<file path="src/assert_macros.svh">
// Assertion helpers shared by the RTL. Define NO_ASSERTIONS to compile them away.
`ifndef ASSERT_MACROS_SVH
`define ASSERT_MACROS_SVH
`ifndef NO_ASSERTIONS
`define PEC_ASSERT_IMP(label, clk, rst_n, ante, cons, msg) \
	label: assert property (@(posedge clk) disable iff (!rst_n) (ante) |-> (cons)) \
		else $error(msg);
`define PEC_ASSERT_NXT(label, clk, rst_n, ante, cons, msg) \
	label: assert property (@(posedge clk) disable iff (!rst_n) (ante) |=> (cons)) \
		else $error(msg);
`else
`define PEC_ASSERT_IMP(label, clk, rst_n, ante, cons, msg)
`define PEC_ASSERT_NXT(label, clk, rst_n, ante, cons, msg)
`endif
`endif

</file>
<file path="src/pec_pkg.sv">
package pec_pkg;

	localparam int MAX_ORDER_DEF     = 4;
	localparam int HISTORY_DEPTH_DEF = 64;
	localparam int SAMPLE_BITS_DEF   = 16;
	localparam int INDEX_BITS_DEF    = 32;

	// Widest values the parameters allow; job fields are sized for them.
	localparam int IDX_MAX_W  = 48;
	localparam int WP_MAX_W   = 11;
	localparam int SPAN_MAX_W = 10;
	// Doubled samples and level sums of up to 24-bit codes.
	localparam int CMP_W      = 26;
	localparam int LEV_W      = 16;
	localparam int CFG_W      = 32;
	localparam int OUT_DW     = 64;
	localparam int TIME_W     = 63;
	localparam int FRAC_W     = 16;

	typedef enum logic [2:0] {
		CFG_PAM_ORDER,
		CFG_LEVEL_ZERO,
		CFG_LEVEL_ONE,
		CFG_LEVEL_TWO,
		CFG_LEVEL_THREE,
		CFG_SAMPLE_PERIOD,
		CFG_HALF_UI,
		CFG_TRIGGER_PHASE
	} pec_cfg_idx_t;

	localparam logic [2:0]       RST_PAM_ORDER = 3'd3;
	localparam logic [LEV_W-1:0] RST_LEVEL_0   = 16'hC000;
	localparam logic [LEV_W-1:0] RST_LEVEL_1   = 16'h0000;
	localparam logic [LEV_W-1:0] RST_LEVEL_2   = 16'h4000;
	localparam logic [LEV_W-1:0] RST_LEVEL_3   = 16'h7FFF;
	localparam logic [CFG_W-1:0] RST_PERIOD    = 32'd100000;
	localparam logic [CFG_W-1:0] RST_HALF_UI   = 32'd400000;
	localparam logic [CFG_W-1:0] RST_TRIGGER   = 32'd0;

	typedef struct packed {
		logic [2:0]                  n;
		logic [3:0][LEV_W-1:0]       lev;
		logic [CFG_W-1:0]            period;
		logic [CFG_W-1:0]            half_ui;
		logic [CFG_W-1:0]            trigger;
	} pec_cfg_t;

	typedef struct packed {
		logic [IDX_MAX_W-1:0]        idx;
		logic [WP_MAX_W-1:0]         wp;
		logic [SPAN_MAX_W-1:0]       span;
		logic signed [CMP_W-1:0]     t2;
		logic                        merging;
		logic                        value;
	} pec_job_t;

	typedef struct packed {
		logic                        valid;
		logic [WP_MAX_W-1:0]         wp;
	} pec_hold_t;

endpackage

</file>
<file path="src/pec_front.sv">
module pec_front import pec_pkg::*; #(
	parameter int HISTORY_DEPTH = HISTORY_DEPTH_DEF,
	parameter int SAMPLE_BITS   = SAMPLE_BITS_DEF,
	parameter int INDEX_BITS    = INDEX_BITS_DEF,
	parameter int DW            = ((SAMPLE_BITS + 7) / 8) * 8,
	parameter int AW            = $clog2(2 * HISTORY_DEPTH)
) (
	input  logic                   clk,
	input  logic                   arst_n,
	input  pec_cfg_t               cfg,
	input  logic                   s_tvalid,
	output logic                   s_tready,
	input  logic [DW-1:0]          s_tdata,
	input  logic                   s_tuser,
	input  pec_hold_t              hold,
	output logic                   ram_we,
	output logic [AW-1:0]          ram_waddr,
	output logic [SAMPLE_BITS-1:0] ram_wdata,
	output logic                   q_push,
	output pec_job_t               q_job,
	input  logic                   q_full
);

	localparam int IB = INDEX_BITS;
	localparam logic [IB:0] SPAN_CAP = (IB + 1)'(HISTORY_DEPTH - 3);

	typedef enum logic [2:0] {F_IDLE, F_M1, F_M2, F_M3, F_FIN} fstate_t;

	fstate_t                 state_q;
	logic [AW-1:0]           wp_q;
	logic [IB-1:0]           cnt_idx_q;
	logic signed [SAMPLE_BITS-1:0] h1_q, h2_q;
	logic [IB-1:0]           cidx0_q, cidx1_q;
	logic                    crise0_q, crise1_q;
	logic [1:0]              ccnt_q;
	logic                    tog_q;

	logic                    rise_q;
	logic [1:0]              symend_q;
	logic [IB-1:0]           jidx_q;
	logic [AW-1:0]           jwp_q;
	logic [1:0]              ocnt_q;
	logic [IB-1:0]           oidx0_q, oidx1_q;
	logic                    orise0_q, orise1_q;
	logic [IB:0]             span_q;
	logic signed [4:0]       ss_q;
	logic                    merg_q;
	logic [63:0]             prod_q;

	logic                    acc, stall, found, rise_c;
	logic [1:0]              symend_c;
	logic signed [CMP_W-1:0] p2, c2, thr;
	logic [AW-1:0]           wp_gap;
	logic [IB-1:0]           k, d0, d1;
	logic [1:0]              cnt_b;
	logic                    r0_b, r1_b;
	logic                    fits0, fits1, ok1, ok2;
	logic [1:0]              ssc;
	logic [IB:0]             spc, lim;
	logic [63:0]             mul_p;
	logic [31:0]             mul_a;

	assign wp_gap   = wp_q - AW'(hold.wp);
	assign stall    = hold.valid && (wp_gap >= AW'(HISTORY_DEPTH));
	assign s_tready = (state_q == F_IDLE) && !stall;
	assign acc      = s_tvalid && s_tready;

	assign ram_we    = acc;
	assign ram_waddr = wp_q;
	assign ram_wdata = s_tdata[SAMPLE_BITS-1:0];

	assign k     = s_tuser ? '0 : cnt_idx_q;
	assign cnt_b = s_tuser ? 2'd0 : ccnt_q;
	assign r0_b  = s_tuser ? 1'b0 : crise0_q;
	assign r1_b  = s_tuser ? 1'b0 : crise1_q;

	// Lowest level midpoint crossed by the previous sample pair.
	always_comb begin
		p2       = CMP_W'(h2_q) <<< 1;
		c2       = CMP_W'(h1_q) <<< 1;
		found    = 1'b0;
		rise_c   = 1'b0;
		symend_c = 2'd0;
		thr      = '0;
		for (int j = 0; j < 3; j++) begin
			thr = CMP_W'($signed(cfg.lev[j])) + CMP_W'($signed(cfg.lev[j + 1]));
			if (!found && (3'(j + 1) < cfg.n)) begin
				if (p2 <= thr && c2 > thr) begin
					found    = 1'b1;
					rise_c   = 1'b1;
					symend_c = 2'(j + 1);
				end else if (p2 >= thr && c2 < thr) begin
					found    = 1'b1;
					rise_c   = 1'b0;
					symend_c = 2'(j);
				end
			end
		end
	end

	assign d0    = jidx_q - oidx0_q;
	assign d1    = jidx_q - oidx1_q;
	assign fits0 = (64'(d0) >> 32) == 64'd0;
	assign fits1 = (64'(d1) >> 32) == 64'd0;
	assign ok1   = (cfg.n > 3'd2) && (ocnt_q > 2'd1) && fits0 && (orise0_q == rise_q)
			&& (prod_q < 64'(cfg.half_ui));
	assign ok2   = (ocnt_q > 2'd2) && fits1 && (orise1_q == rise_q)
			&& (prod_q < 64'(cfg.half_ui));

	assign mul_a = (state_q == F_M1) ? 32'(d0) : 32'(d1);
	assign mul_p = 64'(mul_a) * 64'(cfg.period);

	always_comb begin
		if (ss_q < 5'sd0) begin
			ssc = 2'd0;
		end else if (ss_q > $signed({2'b00, cfg.n}) - 5'sd1) begin
			ssc = 2'(cfg.n - 3'd1);
		end else begin
			ssc = 2'(ss_q);
		end
		lim = (IB + 1)'(jidx_q) - (IB + 1)'(1);
		spc = (span_q > SPAN_CAP) ? SPAN_CAP : span_q;
		if (spc > lim) begin
			spc = lim;
		end
	end

	assign q_push        = (state_q == F_FIN) && !q_full;
	assign q_job.idx     = IDX_MAX_W'(jidx_q);
	assign q_job.wp      = WP_MAX_W'(jwp_q);
	assign q_job.span    = SPAN_MAX_W'(spc);
	assign q_job.t2      = CMP_W'($signed(cfg.lev[ssc])) + CMP_W'($signed(cfg.lev[symend_q]));
	assign q_job.merging = merg_q;
	assign q_job.value   = merg_q ? ~tog_q : tog_q;

	always_ff @(posedge clk) begin
		if (acc) begin
			rise_q   <= rise_c;
			symend_q <= symend_c;
			jidx_q   <= k - IB'(1);
			jwp_q    <= wp_q;
			ocnt_q   <= cnt_b;
			oidx0_q  <= cidx0_q;
			oidx1_q  <= cidx1_q;
			orise0_q <= r0_b;
			orise1_q <= r1_b;
			span_q   <= (IB + 1)'(1);
			ss_q     <= rise_c ? $signed(5'(symend_c)) - 5'sd1 : $signed(5'(symend_c)) + 5'sd1;
			merg_q   <= 1'b0;
		end
		if (state_q == F_M1 || (state_q == F_M2 && ok1)) begin
			prod_q <= mul_p;
		end
		if (state_q == F_M2 && ok1) begin
			merg_q <= 1'b1;
			span_q <= (IB + 1)'(d0) + (IB + 1)'(1);
			ss_q   <= rise_q ? $signed(5'(symend_q)) - 5'sd2 : $signed(5'(symend_q)) + 5'sd2;
		end
		if (state_q == F_M3 && ok2) begin
			merg_q <= 1'b1;
			span_q <= (IB + 1)'(d1) + (IB + 1)'(1);
			ss_q   <= rise_q ? $signed(5'(symend_q)) - 5'sd3 : $signed(5'(symend_q)) + 5'sd3;
		end
		if (acc) begin
			h2_q <= h1_q;
			h1_q <= $signed(s_tdata[SAMPLE_BITS-1:0]);
		end
	end

	always_ff @(posedge clk or negedge arst_n) begin
		if (!arst_n) begin
			state_q   <= F_IDLE;
			wp_q      <= '0;
			cnt_idx_q <= '0;
			ccnt_q    <= 2'd0;
			crise0_q  <= 1'b0;
			crise1_q  <= 1'b0;
			cidx0_q   <= '0;
			cidx1_q   <= '0;
			tog_q     <= 1'b1;
		end else begin
			case (state_q)
				F_IDLE: begin
					if (acc) begin
						wp_q      <= wp_q + AW'(1);
						cnt_idx_q <= k + IB'(1);
						tog_q     <= s_tuser ? 1'b1 : tog_q;
						if (k >= IB'(2) && found) begin
							cidx1_q  <= cidx0_q;
							cidx0_q  <= k - IB'(1);
							crise1_q <= r0_b;
							crise0_q <= rise_c;
							ccnt_q   <= (cnt_b == 2'd3) ? 2'd3 : cnt_b + 2'd1;
							if (k != IB'(2)) begin
								state_q <= F_M1;
							end
						end else begin
							ccnt_q   <= cnt_b;
							crise0_q <= r0_b;
							crise1_q <= r1_b;
						end
					end
				end
				F_M1: begin
					state_q <= F_M2;
				end
				F_M2: begin
					state_q <= (ok1 && cfg.n > 3'd3) ? F_M3 : F_FIN;
				end
				F_M3: begin
					state_q <= F_FIN;
				end
				F_FIN: begin
					if (!q_full) begin
						if (!merg_q) begin
							tog_q <= ~tog_q;
						end
						state_q <= F_IDLE;
					end
				end
				default: begin
					state_q <= F_IDLE;
				end
			endcase
		end
	end

endmodule

</file>
<file path="config.mk">
export PLATFORM = sky130hd
export DESIGN_NAME = pec_front
export DESIGN_NICKNAME = d
export VERILOG_FILES = /design/src/assert_macros.svh /design/src/pec_pkg.sv /design/src/pec_front.sv
export SDC_FILE = /design/constraint.sdc
export NUM_CORES = 2
export LEC_CHECK = 0
export ABC_CLOCK_PERIOD_IN_PS = 9000
export BUFFER_PORTS_ARGS = -buffer_cell sky130_fd_sc_hd__buf_2
export CAP_MARGIN = 30
export CORE_MARGIN = 8
export CORE_UTILIZATION = 59
export CTS_BUF_LIST = sky130_fd_sc_hd__clkbuf_8
export DETAILED_ROUTE_END_ITERATION = 16
export PLACE_DENSITY = 0.8
export SKIP_LAST_GASP = 1
export SLEW_MARGIN = 20
export SYNTH_ARGS = -nofsm -noshare
export SYNTH_HDL_FRONTEND = slang
export SYNTH_SLANG_ARGS = --single-unit
export TNS_END_PERCENT = 10
</file>
<file path="constraint.sdc">
create_clock -name clk -period 9 [get_ports clk]
set_clock_uncertainty 0.05 [all_clocks]
set_input_delay 0.9 -clock clk [delete_from_list [all_inputs] [get_ports clk]]
set_output_delay 0.9 -clock clk [all_outputs]
set_load 0.01 [all_outputs]
</file>
* Yosys cells after proc, flatten, opt, wreduce, memory -nomap -nowiden
Index checks and enable logic that the tools add are counted.
** Word-level totals
- Logic and storage cells :: 187
- Register bits after elaboration :: 356
- Output and inout bits :: 123
- Input port bits :: 196
** Cells by class
- Eq/ne operators :: 14
- Reductions and logical operators :: 34
- Magnitude comparators :: 28
- Bitwise logic cells :: 1
- $add $sub $neg :: 22
- Muxes and demuxes :: 63
- Multiply operators :: 1
** Operators with widths (number)
- $mux W33 :: 4
- $add A16 B16 Y17 :: 4
- $add A32 B1 Y33 const B :: 2
- $bmux W16 S2 :: 2
- $lt A64 B32 Y1 :: 1
- $mul A32 B32 Y64 :: 1
- $mux W32 :: 2
- $sub A32 B32 Y32 :: 2
- $ge A17 B17 Y1 :: 3
- $gt A17 B17 Y1 :: 3
- $le A17 B17 Y1 :: 3
- $lt A17 B17 Y1 :: 3
- $gt A33 B33 Y1 :: 1
- $gt A33 B6 Y1 const B :: 1
- $sub A32 B1 Y33 const B :: 1
- $add A32 B1 Y32 const B :: 1
- $ge A32 B2 Y1 const B :: 1
- $mux W16 :: 2
- $ne A32 B2 Y1 const B :: 1
- $sub A32 B1 Y32 const B :: 1
- $mux W5 :: 6
- $mux W1 :: 27
- $mux W2 :: 12
- $logic_and A1 B1 Y1 :: 21
- 40 further kinds :: 58

* Logic depth before layout (Yosys ltp)
- Depth in word-level cells :: 17
- Gate-level depth with buffers :: 42
- Mapped depth without buffers :: 40

* Least setup slack after synthesis
Ideal clock, no wire load.
- Kind :: reg2reg
- Start point :: register jidx_q[4]
- End point :: register prod_q[63] (data pin)
- Arrival time :: 9.866 ns
- Period minus slack after synthesis :: 10.083 ns
- Setup time :: 0.167 ns
- Buffers on the path :: 1
- Cell stages (with the launch flop) :: 39
- Setup slack :: -1.083 ns
- Required time :: 8.783 ns
- Cells stage by stage :: edfxtp_1 -> ha_1 -> a211o_1 -> or2_1 -> o2111ai_1 -> a31oi_1 -> a311o_1 -> a31o_1 -> a21o_1 -> a21oi_1 -> xnor2_1 -> mux2i_1 -> clkbuf_1 -> nand2_1 -> fa_1 -> inv_1 -> fa_1 -> inv_1 -> (+3 left out) -> fa_1 -> inv_1 -> fa_1 -> fa_1 -> fa_1 -> inv_1 -> ha_1 -> a21o_1 -> and3_1 -> a211o_1 -> a21o_1 -> a21o_1 -> nand2_1 -> a21bo_2 -> a311o_1 -> o221ai_1 -> nor2_1 -> a211oi_1
** On the way
- Longest elaborated chain between the ends :: 3
- Elaborated cells between the ends (all ways) :: 4
- Those cells by class :: add/sub (2); mul (1); mux (1)
** RTL lines
- start, declared :: line pec_front.sv:40 : logic [IB-1:0] jidx_q;
- start signal, assigned :: line pec_front.sv:140 : jidx_q <= k - IB'(1);
- $sub A32 B32 Y32 (on tied branches) :: line pec_front.sv:102, pec_front.sv:101
- $mux W32 (*) :: line pec_front.sv:110 : assign mul_a = (state_q == F_M1) ? 32'(d0) : 32'(d1);
- $mul A32 B32 Y64 (*) :: line pec_front.sv:111 : assign mul_p = 64'(mul_a) * 64'(cfg.period);
- via mul_p[63] :: line pec_front.sv:60 : logic [63:0] mul_p;
- end signal, assigned :: line pec_front.sv:152 : prod_q <= mul_p;
- end, declared :: line pec_front.sv:48 : logic [63:0] prod_q;
The timed path passes the listed nets; every way through them passes the cells marked *.
A chain may end at the register's enable or synchronous reset.

* Worst setup path in the final report
- Start point :: register oidx0_q[0]
- End point :: register prod_q[63] (data pin)
** On the way
- Longest elaborated chain between the ends :: 3
** RTL lines
- start, declared :: line pec_front.sv:43 : logic [IB-1:0] oidx0_q, oidx1_q;
- start signal, assigned :: line pec_front.sv:143 : oidx0_q <= cidx0_q;
- $sub A32 B32 Y32 :: line pec_front.sv:101 : assign d0 = jidx_q - oidx0_q;
- $mux W32 :: line pec_front.sv:110
- $mul A32 B32 Y64 :: line pec_front.sv:111
- via mul_p[63] :: line pec_front.sv:60
The timed path passes the listed nets, and every way through them passes these cells.

==> impl_metrics.yaml <==
clock_network:
  cts_max_level: 2
  cts_made_buffers: 54
  clock-root-buffer: "clkbuf_8"
  clock-sinks: 355
  clk_pin_slew_worst_paths_ns: 0.08
  clk_latency_ns: 0.70
  clk_path_buf_depth: 3
  cts_hold_buf: 0
  tritoncts: "yes"
synth:
  yosys_warnings: 0
  synth_top_flop_cell: "edfxtp_1"
  ys_ff_latch: 355
  synth_area_sq_um: 60500
  synthArstFlopShare_pct: 31.3
  syn_area_per_cell_sq_um: 9.36
  synth_cells: 6468
  yosysSeqAreaShare_pct: 16.7
  ys_types: 99
  synth_edf_count: 243
sta:
  min_period_ns: 9.94
  tightest_slew_ns: 1.01
  rsz0062_at_grt: "yes"
  max_freq_ghz: 0.101
  finalHoldViolCount: 0
  finalMaxSlewViolations: 0
  relSlewSlack_pct: 32.0
  worst_slack_ns: -0.939
  min_period_over_period_pct: 110
  setup_viol: 39
detailed_routing:
  drt_iter0_markers: 4396
  remaining_drc_errors: 0
  wire_per_inst_um: 20.2
  top_layer_used: "met5"
  dr_wl_met3_um: 12500
  drtAntennaViolNets: 0
  wl_met2_um: 85200
  vias: 49983
  viasPerCell: 5.80
  drtPass1Iterations: 6
  finalWirelength_um: 174000
  met1_length_um: 66800
global_route:
  grt_usage_pct: 30.3
  grt.overflow.total: 0
  grt_max_degree: 74
  grt_pass1_wl_um: 274000
  antenna_found_initial: 17
  first_global_vias: 52248
finish:
  post_route_cells_drive_above_1_share_pct: 18.3
  syn_to_final_growth_pct: 16.3
  fin_nets: 8858
  fin_area_sq_um: 70400
  fin_cells: 8613
  n_fill_cell: 7459
status:
  violations: "negative setup slack"
  run_status: "complete, but fails checks"
floorplan:
  pin_count: 319
  rows: 117
  core-area_sq_um: 102000
  die_area_sq_um: 113000
  start_util_pct: 59.5
  die_h_um: 336
  die_w_um: 336
hold_path:
  min_path_type: "primary input to async pin"
place:
  post-dp-hpwl_um: 139000
  place_inst: 8411
  io_buffers: 262
  post_dp_cell_area_sq_um: 67400
  gp_congestion: 0.961
setup_path:
  crit_arrival_ns: 10.38
  slowest_stage: "fa_1"
  cp_common_cell: "fa_1"
  slowest_delay_ns: 0.54
  path_max_fanout: 6
  critPathCaptureType: "register"
  crit_type: "register to register"
  cp.required_ns: 9.44
  cp-start-kind: "register"
flow_run:
  cap_violations: 0
-- cell usage in the layout (no fill, tap or decap), drive strengths merged, types with 148 or more instances in the layout --
cell    count
a21oi     232
and2      571
inv      1095
edfxtp    243
nand2     703
nor2      167
xnor2     183
fa        902
a21o      148
o21ai     148
ha        577
buf       946
-- Yosys cell counts (30+ instances only) --
library cell / count / area [sq um]
a211oi_1: 38 / 285
a21o_1: 148 / 1110
a21oi_1: 231 / 1160
and2_1: 571 / 3570
and3_1: 48 / 300
buf_4: 46 / 345
clkbuf_1: 273 / 1020
dfrtp_1: 110 / 2750
edfxtp_1: 243 / 7300
fa_1: 902 / 18100
ha_1: 577 / 7220
inv_1: 1083 / 4070
mux2_2: 46 / 518
mux2i_1: 30 / 300
nand2_1: 703 / 2640
nand2b_1: 34 / 213
nand3_1: 88 / 440
nand4_1: 63 / 394
nor2_1: 167 / 627
nor2b_1: 66 / 413
nor3_1: 88 / 440
nor4_1: 32 / 200
o21a_1: 37 / 278
o21ai_0: 117 / 586
o21bai_1: 30 / 225
o22ai_1: 39 / 244
xnor2_1: 183 / 1600
xor2_1: 113 / 990
-- worst max-delay path, delay by kind of cell (launching register included) --
family                     cells  cell delay (ns)
and+or+nand+nor                5             0.61
adders and majority gates     11             4.63
buffers and inverters          8             0.79
DFF                            1             0.42
xor gates and xnor gates       1             0.17
AOI/OAI and AO/OA             13             3.03
-- layout make-up --
type	instances	area (sq um)	area share (%)
antenna	16	40.0	0.0569
clock buffer	61	840	1.19
clock inverter	41	398	0.565
inverter	1083	4070	5.78
multi-input combinational	4741	46300	65.7
sequential	355	10100	14.3
tap	1368	1710	2.43
timing repair buffer	948	6960	9.89
-- final timing paths --
kind / endpoint / startpoint / cells after the start / slack, ns
worst max-delay path: prod_q[63]$_DFFE_PP_ / oidx0_q[0]$_DFFE_PP_ / 38 / -0.94
worst min-delay path: cnt_idx_q[10]$_DFFE_PN0P_ / arst_n / 1 / 0.24
worst max register to register: prod_q[63]$_DFFE_PP_ / oidx0_q[0]$_DFFE_PP_ / 38 / -0.94
worst min register to register: oidx1_q[29]$_DFFE_PP_ / cidx1_q[29]$_DFFE_PN0P_ / 0 / 0.39
max in group asynchronous: cidx1_q[31]$_DFFE_PN0P_ / arst_n / 2 / 7.33
min in group clk: h1_q[9]$_DFFE_PP_ / s_tdata[9] / 1 / 0.37
-- registers in the layout, indices dropped and copies added, names as in the netlist, 2 cells and up --
signal,flops
ccnt_q,2
cidx0_q,32
cidx1_q,32
cnt_idx_q,32
h1_q,16
h2_q,16
jidx_q,32
jwp_q,7
ocnt_q,2
oidx0_q,32
oidx1_q,32
prod_q,64
ram_waddr,7
span_q,33
ss_q,4
state_q,3
symend_q,2
-- timing repair --
item | CTS | global route
endpoints found under the hold margin | 0 | 0
gates cloned | 3 | 1
pin swaps | 89 | 99
setup buffers | 57 | 25
setup endpoints to repair | 41 | 45
gates resized for setup | 116 | 109
-- metal layers --
layer | global-route usage, % | vias up
li1 | - | 22247
met1 | 38.2 | 24881
met2 | 51.4 | 2288
met3 | 4.10 | 565
met4 | 14.6 | 2
met5 | 0 | -
-- cells by family (layout without fill, tap and decap cells) --
logic type	after synthesis	in the layout	synth area share, %
adders and majority gates	1479	1479	41.7
DFF	355	355	16.7
muxes	110	110	2.28
other	1	63	0.00619
AOI/OAI and AO/OA	864	866	9.55
xor gates and xnor gates	297	297	4.31
buffers and inverters	1420	2133	9.11
and+or+nand+nor	1942	1942	16.3
-- through the flow --
stage | util, % | setup WS (ns) | hold WS [ns] | TNS, ns
finish | 69.2 | -0.939 | 0.244 | -21.52
global route | 69.2 | -1.26 | 0.271 | -32.92
CTS | 68.5 | -0.797 | 0.206 | -16.23
detailed placement | 66.2 | -1.19 | 0.376 | -26.15
global placement | 66.2 | -0.948 | 0.373 | -19.78
floorplan | - | -0.633 | 0.369 | -7.67
Power is not shown: default switching activity piles up to over one toggle a cycle in this logic, so the estimate is an artifact.
